--- config.mk ---
export PLATFORM = sky130hd
export DESIGN_NAME = uudecode_stream_unit_flat
export DESIGN_NICKNAME = d
export VERILOG_FILES = /design/src/rtl/uud_pkg.sv /design/src/rtl/uud_req_if.sv /design/src/rtl/uud_rsp_if.sv /design/src/rtl/uud_step.sv /design/src/rtl/uudecode_stream_unit.sv /design/src/flat_wrapper.sv
export SDC_FILE = /design/constraint.sdc
export NUM_CORES = 1
export LEC_CHECK = 0
export BUFFER_PORTS_ARGS = -buffer_cell sky130_fd_sc_hd__buf_2
export CAP_MARGIN = 20
export CORE_AREA = 2 2 121 123
export CTS_BUF_LIST = sky130_fd_sc_hd__clkbuf_16
export DETAILED_ROUTE_END_ITERATION = 6
export DIE_AREA = 0 0 123 125
export GPL_TIMING_DRIVEN = 1
export PLACE_DENSITY = 0.54
export SYNTH_ARGS = -nofsm -noshare
export SYNTH_HDL_FRONTEND = slang
export SYNTH_HIERARCHICAL = 1
export SYNTH_SLANG_ARGS = --single-unit
export TNS_END_PERCENT = 100
--- constraint.sdc ---
create_clock -name clock -period 4.3 [get_ports clock]
set_input_delay 0.645 -clock clock [delete_from_list [all_inputs] [get_ports clock]]
set_output_delay 0.645 -clock clock [all_outputs]
set_load 0.01 [all_outputs]
--- src/rtl/uud_pkg.sv ---
// ----------------------------------------------------------------------------
// uud_pkg
// Types, codes and character constants shared by the uudecode stream block.
// ----------------------------------------------------------------------------
package uud_pkg;

   // decoder phases
   localparam logic [2:0] PH_SEARCH = 3'd0;
   localparam logic [2:0] PH_SKIP   = 3'd1;
   localparam logic [2:0] PH_LINE   = 3'd2;
   localparam logic [2:0] PH_DATA   = 3'd3;
   localparam logic [2:0] PH_DONE   = 3'd4;

   // result kinds
   localparam logic [1:0] KIND_BYTE  = 2'd0;
   localparam logic [1:0] KIND_DONE  = 2'd1;
   localparam logic [1:0] KIND_ERROR = 2'd2;

   localparam logic [7:0] CH_B  = 8'h62;
   localparam logic [7:0] CH_E  = 8'h65;
   localparam logic [7:0] CH_CR = 8'h0d;
   localparam logic [7:0] CH_LF = 8'h0a;

   localparam logic [2:0] HDR_LEN = 3'd6;
   localparam logic [2:0] END_LEN = 3'd5;
   localparam logic [1:0] GROUP_LAST = 2'd3;

   typedef struct packed {
      logic [2:0]  phase;
      logic [2:0]  header_match;
      logic [1:0]  group_pos;
      logic [17:0] group_bits;
      logic [5:0]  bytes_left;
      logic [2:0]  end_match;
      logic        saw_cr;
   } uud_state_type;

   localparam uud_state_type STATE_RESET = '{
      phase:        PH_SEARCH,
      header_match: 3'd0,
      group_pos:    2'd0,
      group_bits:   18'd0,
      bytes_left:   6'd0,
      end_match:    3'd0,
      saw_cr:       1'b0
   };

   // results caused by one character: leading bytes, then an optional tail
   typedef struct packed {
      logic [1:0]  nbytes;
      logic        tail_vld;
      logic [1:0]  tail_kind;
      logic [23:0] full;
   } uud_run_type;

   typedef struct packed {
      logic [1:0] kind;
      logic [7:0] data_byte;
   } uud_slot_type;

   // "begin "
   function automatic logic [7:0] hdr_char(input logic [2:0] idx);
      logic [7:0] ch;
      unique case (idx)
         3'd0: ch = 8'h62;
         3'd1: ch = 8'h65;
         3'd2: ch = 8'h67;
         3'd3: ch = 8'h69;
         3'd4: ch = 8'h6e;
         3'd5: ch = 8'h20;
         default: ch = 8'h00;
      endcase
      return ch;
   endfunction

   // "end" CR LF
   function automatic logic [7:0] end_char(input logic [2:0] idx);
      logic [7:0] ch;
      unique case (idx)
         3'd0: ch = 8'h65;
         3'd1: ch = 8'h6e;
         3'd2: ch = 8'h64;
         3'd3: ch = CH_CR;
         3'd4: ch = CH_LF;
         default: ch = 8'h00;
      endcase
      return ch;
   endfunction

   function automatic logic [7:0] fold_case(input logic [7:0] c);
      logic [7:0] r;
      if (c >= 8'h41 && c <= 8'h5a) begin
         r = c + 8'd32;
      end else begin
         r = c;
      end
      return r;
   endfunction

endpackage

--- src/rtl/uud_req_if.sv ---
// ----------------------------------------------------------------------------
// uud_req_if
// Request channel: one encoded character with its stream markers.
// ----------------------------------------------------------------------------
interface uud_req_if;
   logic       valid;
   logic       ready;
   logic [7:0] in_char;
   logic       last_char;
   logic       new_message;

   modport source (output valid, output in_char, output last_char,
                   output new_message, input ready);
   modport sink   (input valid, input in_char, input last_char,
                   input new_message, output ready);
endinterface

--- src/rtl/uud_rsp_if.sv ---
// ----------------------------------------------------------------------------
// uud_rsp_if
// Response channel: one decoded byte or a finish / error marker.
// ----------------------------------------------------------------------------
interface uud_rsp_if;
   logic       valid;
   logic       ready;
   logic [1:0] kind;
   logic [7:0] data_byte;
   logic       last_of_run;

   modport source (output valid, output kind, output data_byte,
                   output last_of_run, input ready);
   modport sink   (input valid, input kind, input data_byte,
                   input last_of_run, output ready);
endinterface

--- src/rtl/uud_step.sv ---
// ----------------------------------------------------------------------------
// uud_step
// Next-state and result logic for one character of uuencoded text.
// ----------------------------------------------------------------------------
module uud_step (
   input  uud_pkg::uud_state_type state_cur,
   input  logic [7:0]             in_char,
   input  logic                   last_char,
   input  logic                   new_message,
   output uud_pkg::uud_state_type state_nxt,
   output uud_pkg::uud_run_type   run
);
   import uud_pkg::*;

   always_comb begin
      uud_state_type s;
      logic [5:0]    v;
      logic [7:0]    fc;
      logic [2:0]    em;
      logic [1:0]    k;
      logic [5:0]    bl;

      s  = new_message ? STATE_RESET : state_cur;
      v  = 6'(in_char[5:0] - 6'd32);
      fc = fold_case(in_char);
      em = s.end_match;
      k  = 2'd0;
      bl = s.bytes_left;
      run = '0;
      run.full = {s.group_bits, v};

      unique case (s.phase)
         PH_SEARCH: begin
            if (s.header_match < HDR_LEN && in_char == hdr_char(s.header_match)) begin
               if (s.header_match == HDR_LEN - 3'd1) begin
                  s.header_match = 3'd0;
                  s.saw_cr = 1'b0;
                  s.phase = PH_SKIP;
               end else begin
                  s.header_match = s.header_match + 3'd1;
               end
            end else begin
               s.header_match = (in_char == CH_B) ? 3'd1 : 3'd0;
            end
         end
         PH_SKIP: begin
            if (s.saw_cr && in_char == CH_LF) begin
               s.saw_cr = 1'b0;
               s.phase = PH_LINE;
            end else begin
               s.saw_cr = (in_char == CH_CR);
            end
         end
         PH_LINE: begin
            if (v == 6'd0) begin
               run.tail_vld = 1'b1;
               run.tail_kind = KIND_DONE;
               s.phase = PH_DONE;
            end else begin
               s.bytes_left = v;
               s.group_pos = 2'd0;
               s.group_bits = 18'd0;
               s.end_match = (fc == CH_E) ? 3'd1 : 3'd0;
               s.phase = PH_DATA;
            end
         end
         PH_DATA: begin
            // "end" line compare runs alongside normal data decode
            if (em != 3'd0 && em < END_LEN) begin
               em = (fc == end_char(em)) ? em + 3'd1 : 3'd0;
            end
            s.end_match = em;
            if (s.group_pos != GROUP_LAST) begin
               s.group_bits = {s.group_bits[11:0], v};
               s.group_pos = s.group_pos + 2'd1;
            end else begin
               s.group_pos = 2'd0;
               s.group_bits = 18'd0;
               s.end_match = 3'd0;
               if (em == END_LEN) begin
                  run.tail_vld = 1'b1;
                  run.tail_kind = KIND_DONE;
                  s.phase = PH_DONE;
               end else begin
                  k = (s.bytes_left < 6'd3) ? s.bytes_left[1:0] : 2'd3;
                  run.nbytes = k;
                  bl = s.bytes_left - {4'd0, k};
                  s.bytes_left = bl;
                  if (bl == 6'd0) begin
                     s.saw_cr = 1'b0;
                     s.phase = PH_SKIP;
                  end
               end
            end
         end
         default: begin
         end
      endcase

      if (last_char) begin
         if (s.phase != PH_DONE) begin
            run.tail_vld = 1'b1;
            run.tail_kind = KIND_ERROR;
         end
         s = STATE_RESET;
      end

      state_nxt = s;
   end

endmodule

--- src/rtl/uudecode_stream_unit.sv ---
// ----------------------------------------------------------------------------
// uudecode_stream_unit
// Streaming uudecoder: one encoded character in, decoded bytes and
// finish / error markers out.
//
// req_ch carries one character per request, with last_char marking the end
// of the text and new_message restarting the header search at this
// character. rsp_ch carries the results one per transfer, up to four per
// request: a decoded byte, a clean finish marker, or an end-of-text error.
// last_of_run flags the final result caused by one character.
//
// A character is decoded in the cycle it is accepted; its results are
// loaded into a four-entry result queue and the first one is presented the
// next cycle. While the receiver keeps up, characters that cause no result
// or a single result are taken at one per cycle. A character causing more
// than one result holds req_ch back while the queue drains, since a
// new run is loaded only as the last entry of the previous one leaves.
//
// Reset (synchronous) returns the decoder to header search and empties the
// queue. When the receiver stalls, the queue holds and req_ch backs up as
// soon as any result is waiting.
// ----------------------------------------------------------------------------
module uudecode_stream_unit (
   input logic      clock,
   input logic      reset,
   uud_req_if.sink   req_ch,
   uud_rsp_if.source rsp_ch
);
   import uud_pkg::*;

   localparam int NSLOT = 4;

   uud_state_type state_ff, state_in, state_nxt;
   uud_run_type   run;
   uud_slot_type  slot_ff [NSLOT];
   uud_slot_type  slot_in [NSLOT];
   uud_slot_type  load    [NSLOT];
   logic [7:0]    run_byte [NSLOT];
   logic [NSLOT-1:0] slot_vld_ff, slot_vld_in, load_vld;
   logic req_take, rsp_take;

   uud_step u_step (
      .state_cur   (state_ff),
      .in_char     (req_ch.in_char),
      .last_char   (req_ch.last_char),
      .new_message (req_ch.new_message),
      .state_nxt   (state_nxt),
      .run         (run)
   );

   // a new run may enter when the queue is empty or as the last queued result leaves
   assign req_ch.ready = !slot_vld_ff[0] || (!slot_vld_ff[1] && rsp_ch.ready);
   assign req_take = req_ch.valid && req_ch.ready;
   assign rsp_take = rsp_ch.valid && rsp_ch.ready;

   assign rsp_ch.valid       = slot_vld_ff[0];
   assign rsp_ch.kind        = slot_ff[0].kind;
   assign rsp_ch.data_byte   = slot_ff[0].data_byte;
   assign rsp_ch.last_of_run = !slot_vld_ff[1];

   assign state_in = req_take ? state_nxt : state_ff;

   always_comb begin
      run_byte[0] = run.full[23:16];
      run_byte[1] = run.full[15:8];
      run_byte[2] = run.full[7:0];
      run_byte[3] = 8'd0;
      for (int j = 0; j < NSLOT; j++) begin
         if ({1'b0, run.nbytes} > 3'(j)) begin
            load_vld[j] = 1'b1;
            load[j].kind = KIND_BYTE;
            load[j].data_byte = run_byte[j];
         end else begin
            load_vld[j] = run.tail_vld && ({1'b0, run.nbytes} == 3'(j));
            load[j].kind = run.tail_kind;
            load[j].data_byte = 8'd0;
         end
      end
   end

   always_comb begin
      priority if (req_take) begin
         slot_vld_in = load_vld;
         for (int j = 0; j < NSLOT; j++) begin
            slot_in[j] = load[j];
         end
      end else if (rsp_take) begin
         slot_vld_in = {1'b0, slot_vld_ff[NSLOT-1:1]};
         for (int j = 0; j < NSLOT - 1; j++) begin
            slot_in[j] = slot_ff[j+1];
         end
         slot_in[NSLOT-1] = slot_ff[NSLOT-1];
      end else begin
         slot_vld_in = slot_vld_ff;
         for (int j = 0; j < NSLOT; j++) begin
            slot_in[j] = slot_ff[j];
         end
      end
   end

   always_ff @(posedge clock) begin
      if (reset) begin
         state_ff    <= STATE_RESET;
         slot_vld_ff <= '0;
      end else begin
         state_ff    <= state_in;
         slot_vld_ff <= slot_vld_in;
      end
   end

   always_ff @(posedge clock) begin
      for (int j = 0; j < NSLOT; j++) begin
         slot_ff[j] <= slot_in[j];
      end
   end

`ifndef SYNTH
   // queued results stay packed toward the head
   a_slots_packed: assert property (@(posedge clock) disable iff (reset)
      (slot_vld_ff[0] || !slot_vld_ff[1]) && (slot_vld_ff[1] || !slot_vld_ff[2])
      && (slot_vld_ff[2] || !slot_vld_ff[3]))
      else $error("result queue has a gap");

   // finish and error markers always close their run
   a_tail_last: assert property (@(posedge clock) disable iff (reset)
      rsp_ch.valid && rsp_ch.kind != KIND_BYTE |-> rsp_ch.last_of_run
      && rsp_ch.data_byte == 8'd0)
      else $error("marker result not last or carries data");

   // end of text returns the decoder to header search
   a_last_resets: assert property (@(posedge clock) disable iff (reset)
      req_take && req_ch.last_char |=> state_ff.phase == PH_SEARCH
      && state_ff.header_match == 3'd0)
      else $error("decoder not reset after last character");

   // input stalls only behind a waiting result
   a_stall_cause: assert property (@(posedge clock) disable iff (reset)
      !req_ch.ready |-> rsp_ch.valid && !rsp_ch.last_of_run || rsp_ch.valid && !rsp_ch.ready)
      else $error("request stalled with no pending result");
`endif

endmodule

--- src/flat_wrapper.sv ---
// flat-port wrapper written by rule: the top's interface ports become plain ports
module uudecode_stream_unit_flat import uud_pkg::*;
  (clock, reset, req_ch_valid, req_ch_in_char, req_ch_last_char, req_ch_new_message, req_ch_ready, rsp_ch_valid, rsp_ch_kind, rsp_ch_data_byte, rsp_ch_last_of_run, rsp_ch_ready);
  uud_req_if req_ch_i ();
  uud_rsp_if rsp_ch_i ();
  input logic clock;
  input logic reset;
  input wire logic [$bits(req_ch_i.valid)-1:0] req_ch_valid;
  input wire logic [$bits(req_ch_i.in_char)-1:0] req_ch_in_char;
  input wire logic [$bits(req_ch_i.last_char)-1:0] req_ch_last_char;
  input wire logic [$bits(req_ch_i.new_message)-1:0] req_ch_new_message;
  output wire logic [$bits(req_ch_i.ready)-1:0] req_ch_ready;
  output wire logic [$bits(rsp_ch_i.valid)-1:0] rsp_ch_valid;
  output wire logic [$bits(rsp_ch_i.kind)-1:0] rsp_ch_kind;
  output wire logic [$bits(rsp_ch_i.data_byte)-1:0] rsp_ch_data_byte;
  output wire logic [$bits(rsp_ch_i.last_of_run)-1:0] rsp_ch_last_of_run;
  input wire logic [$bits(rsp_ch_i.ready)-1:0] rsp_ch_ready;
  assign req_ch_i.valid = req_ch_valid;
  assign req_ch_i.in_char = req_ch_in_char;
  assign req_ch_i.last_char = req_ch_last_char;
  assign req_ch_i.new_message = req_ch_new_message;
  assign req_ch_ready = req_ch_i.ready;
  assign rsp_ch_valid = rsp_ch_i.valid;
  assign rsp_ch_kind = rsp_ch_i.kind;
  assign rsp_ch_data_byte = rsp_ch_i.data_byte;
  assign rsp_ch_last_of_run = rsp_ch_i.last_of_run;
  assign rsp_ch_i.ready = rsp_ch_ready;
  uudecode_stream_unit u_core (.clock(clock), .reset(reset), .req_ch(req_ch_i), .rsp_ch(rsp_ch_i));
endmodule
After elaboration in Yosys (flattened, before gate mapping)
Memory sizes are Yosys's and may differ from the RTL's.
Cells that the tools add are included.
- bits in registers: 40
- bits in writable memories: 40
- bits of input ports: 14
- output and inout bits: 13
- memories: 1
- memory list (name ; depth ; bits a word ; rd ports ; clocked after memory_dff ; write ports ; RTL line ; text):
    u_core.slot_ff ; 4 ; 10 ; 4 ; 0 ; 4 ; uudecode_stream_unit.sv:35 ; uud_slot_type slot_ff [NSLOT];
- add/subtract/negate cells: 6
- magnitude comparators: 8
- equality and inequality tests: 24
- mux-type cells: 54
- reductions and logical operators: 22
- operators with widths (operator ; count):
    $mux W40 ; 2
    $mux W36 ; 2
    $pmux W29 S2 ; 1
    $mux W3 ; 17
    $pmux W7 S6 ; 1
    $mux W10 ; 4
    $pmux W7 S5 ; 1
    $mux W8 ; 4
    $mux W29 ; 1
    $mux W20 ; 1
    $eq A3 B2 Y1 const B ; 6
    $eq A8 B4 Y1 const B ; 2
    $eq A8 B7 Y1 const B ; 2
    $eq A8 B8 Y1 ; 2
    $eq A3 B3 Y1 const B ; 4
    $logic_not A6 Y1 ; 2
    $pmux W3 S4 ; 1
    $logic_and A1 B1 Y1 ; 11
    $mux W1 ; 10
    $eq A3 B1 Y1 const B ; 3
    $logic_not A3 Y1 ; 3
    $add A8 B6 Y8 const B ; 1
    $ge A8 B7 Y1 const B ; 1
    $le A8 B7 Y1 const B ; 1
    other kinds (23) ; 31

Depth between registers and ports, before layout
- depth after elaboration: 19
- depth in mapped cells: 16
- mapped depth without buffers: 13

Hierarchy
The synthesis kept the hierarchy.
- by module, submodules not included (module ; instances ; cells each ; area each (um2) ; sequential area each (um2)):
    uudecode_stream_unit ; 1 ; 301 ; 2830.2 ; 1761.7
    uud_step ; 1 ; 306 ; 1873.0 ; 0.0

Worst setup path after synthesis
Ideal clock, no wire load.
- path type: input-to-reg
- from: input port req_ch_new_message
- to: memory u_core/slot_ff[0][0] (netlist name), data pin
- library setup time: 0.253 ns
- data arrival time: 3.618 ns
- setup slack: 0.429 ns
- stages on the path: 15
- buffers on the path: 3
- path through: clkbuf_1 inv_1 clkbuf_1 and3_1 ha_1 nor2_1 a21oi_1 or3b_4 or4_4 o211ai_4 a211oi_1 or2_2 clkbuf_1 nand3_1 nand2_1
- RTL lines (item ; RTL line ; text):
    start: declaration ; flat_wrapper.sv:11 ; input wire logic [$bits(req_ch_i.new_message)-1:0] req_ch_new_message;
    end: declaration ; uudecode_stream_unit.sv:35 ;

==> out/results.md <==
• complete, no violations — status
• 626 — Syn Nets
• 4,348 — total number of vias
• 0.878% — fraction of synthesized area in multiplexers
• 125 µm — Die Span Y
• 11 — largest fanout on the critical path
• 72 — count of clock tree sinks
• 4480 ps — required time at the worst-slack endpoint
• 490 — drt initial violations
• 330 ps — Clock Latency Late Sink
• 142 x sky130_fd_sc_hd__nand2_1, 54 x sky130_fd_sc_hd__a21oi_1, 44 x sky130_fd_sc_hd__nor2_1 — most used cells in the layout excluding fill and tap cells
• 123 µm — Die X
• 0 — initial antenna violation count
• 0 — Resized cells post-CTS
• 44 — number of standard-cell rows in the floorplan
• no — setup repair after global routing missed its margin
• 4700 µm² — cell area after synthesis
• 30.5% — Synth Area in Simple Gates
• 0% — fraction of synthesis flops using an asynchronous set or reset pin
• 0 — number of antenna repair diodes
• 3770 ps — CP Data Arrival Time
• 21.2% — compound-cell area share of the yosys netlist
• done — clock tree from TritonCTS
• 616 — net count of the finished layout
• 0 — number of hold violations in the final report
• 7.75 µm² — Post-Syn Area per Cell
• 33.1% — starting density of the core
• 8.99% — synthesis-to-finish area growth
• 72 — number of register bits inferred by synthesis
• 6 — yosys warns
• 607 — synthesized instance count
• 3.19% — met3 track demand over resource in global routing
• 3590 ps — final period demand of the worst path
• sky130_fd_sc_hd__edfxtp_1 20%, sky130_fd_sc_hd__dfxtp_1 17%, sky130_fd_sc_hd__nand2_1 11%, sky130_fd_sc_hd__a21oi_1 5.7%, sky130_fd_sc_hd__nor2b_1 4.1% — Synth area leaders
• 3.47 ps — skew final
• 1,484 — Fillers
• 0 — final count of negative-setup-slack endpoints
• 0.825 — Final Wtd Congestion
• 60 ps — clk slew on worst S/H paths
• 770 — cell count after placement
• 786 — Non-Filler Instances
• flop — CP Capture Type
• 16.8% — GRT Util Overall
• 32 — EDFF count, synth
• 83.4% — post-route clock period utilization
• 10.8% — share of post-route cells with drive strength above 1
• 9 — cts bufs inserted
• met2 — gr busiest metal
• 0 — DRC violation count after routing
• 2 — cell count of the worst hold path
• 3 — number of levels the H-tree was split into
• 12,500 µm — Detailed Route WL
• 0 — gr ovfl total
• 825 ps — transition at the pin with the smallest max-transition slack
• 64 — number of different library cells in the post-synthesis netlist
• sky130_fd_sc_hd__dfxtp_1 — Most used DFF post-synth
• 0.157 mV — VDD IR-drop max
• 27 — number of top-level design ports
• 2 — buffers from clock root to sink, at most
• 28.1% — grt met2 use
• 26 — quantity of I/O buffers inserted on ports
• 279 MHz — achievable frequency
• 20.4% — area share of the largest cell type after synthesis
• 71 — largest net degree at the start of global routing
• 0 — count of antenna-violating nets left after detailed routing
• 37.5% — sequential cell area fraction in the yosys report
• 15.8 µm — average wire per cell in the routed design
• 22.0% — met1 Use GR
• reg2reg — critical setup path kind
• 0.745% — xor and xnor area share after synthesis
• reg2reg — Hold Crit Class
• 45.0% — Slew Limit Headroom
• 0 ps — setup total negative slack
• 0.00181 µW — static leakage
• 7830 µm — Post-DP HPWL
• flop — Critical Path Source Type
• 1.54% — Post-Synth Adder-Cell Area
• 14,200 µm² — standard cell core area
• 0 — hold buffer count at cts
• 0 — number of maximum-capacitance constraint violations
• 4,031 — number of global-route vias before repair
• 5.53 — DR vias/cell
• 319 nW/µm² — power density over the cells
• simple AND/OR/NAND/NOR gates — largest family of logic cells by synthesized area
• sky130_fd_sc_hd__edfxtp_1 — top cell type by total area after synthesis
• 7 — first drt pass iteration count
• sky130_fd_sc_hd__nand2_1 — most common cell after layout, fill and taps aside
• sky130_fd_sc_hd__clkbuf_16 — root buffer selected by CTS
• 15,400 µm² — Die Footprint
• 11 — path depth of the worst reg2reg path
• 20,900 µm — global-route wire length before repair
• 0 — pins over their slew limit
• 0 — number of buffers inserted by post-CTS setup repair
## power by group
part	total (µW)	switching, µW	internal [µW]
sequential	750	6.98	743
clock	751	301	450
combinational	133	102	31.2
total	1630	410	1220
## synthesized netlist by cell type (all sizes together) (2+ instances only)
| library cell | n |
|---|---|
| edfxtp | 32 |
| o211ai | 6 |
| o221ai | 4 |
| a22oi | 20 |
| and2 | 2 |
| buf | 23 |
| nand4 | 2 |
| a21o | 3 |
| nand2b | 5 |
| a21oi | 54 |
| a221o | 2 |
| o22a | 2 |
| a32oi | 2 |
| nand2 | 142 |
| xnor2 | 3 |
| nor2b | 31 |
| nor3 | 10 |
| or3 | 3 |
| o31ai | 3 |
| nor3b | 4 |
| mux2i | 3 |
| o2111ai | 3 |
| nor4 | 4 |
| a221oi | 4 |
| o21ai | 23 |
| nor2 | 44 |
| clkbuf | 32 |
| or4 | 3 |
| and3 | 11 |
| ha | 5 |
| a211oi | 8 |
| nand3 | 30 |
| a32o | 3 |
| inv | 13 |
| a21boi | 3 |
| nand3b | 7 |
| dfxtp | 40 |
## state kept, by name (all words and copies together), names as in the netlist
name / cells
u_core/slot_ff: 32
u_core/slot_vld_ff: 4
u_core/state_ff: 36
## metal layers
layer | wire, µm | vias to the layer above
met4 | 253 | 0
met2 | 6000 | 133
met1 | 5560 | 2076
met5 | 0 | -
li1 | - | 2118
met3 | 644 | 21
## area by class of cell
type / count / area (µm²) / area share [%]
Clock buffer: 9 / 225 / 4.39
Clock inverter: 7 / 71.3 / 1.39
Inverter: 14 / 57.6 / 1.12
Multi-Input combinational cell: 466 / 2590 / 50.5
Sequential cell: 72 / 1760 / 34.4
Tap cell: 184 / 230 / 4.49
Timing Repair Buffer: 34 / 190 / 3.71
## metrics by stage
step	hold slack, ps	util [%]	total power [µW]	area (µm²)	setup slack [ps]
2_1_floorplan	432	-	864	4700	429
3_3_place_gp	437	34.0	898	4830	590
3_5_place_dp	442	34.0	898	4830	529
4_1_cts	451	36.1	1660	5130	749
5_1_grt	474	36.1	1700	5130	502
6_report	449	36.1	1630	5130	714
## final timing paths
kind / from / to / slack [ps]
max reg2reg: u_core/state_ff[3]$_SDFFE_PP0P_ / u_core/slot_vld_ff[0]$_SDFFE_PP0P_ / 710
min: u_core/state_ff[16]$_SDFFE_PP0P_ / u_core/state_ff[16]$_SDFFE_PP0P_ / 450
min reg2reg: u_core/state_ff[16]$_SDFFE_PP0P_ / u_core/state_ff[16]$_SDFFE_PP0P_ / 450
max: u_core/state_ff[3]$_SDFFE_PP0P_ / u_core/slot_vld_ff[0]$_SDFFE_PP0P_ / 710
## logic make-up (layout without fill, tap and decap cells)
logic type      count (synthesis)  count (layout)
buf+inv                        69              64
flops                          72              72
compound gates                149             149
fa+ha+maj                       6               6
mux                             4               4
simple gates                  303             303
xor+xnor                        4               4
## critical path, cell delays in order, from the launching register on
cell                       delay (ps)
sky130_fd_sc_hd__dfxtp_1          510
sky130_fd_sc_hd__or2b_1           330
sky130_fd_sc_hd__ha_1             210
sky130_fd_sc_hd__nor2_1           110
sky130_fd_sc_hd__a21oi_1           90
sky130_fd_sc_hd__or3b_4           410
sky130_fd_sc_hd__or4_4            460
sky130_fd_sc_hd__o211ai_4         370
sky130_fd_sc_hd__a211oi_1         200
sky130_fd_sc_hd__or2_2            450
sky130_fd_sc_hd__o21ai_0          200
sky130_fd_sc_hd__a21oi_1           90
Note: power is estimated with default switching activity, not from simulation.
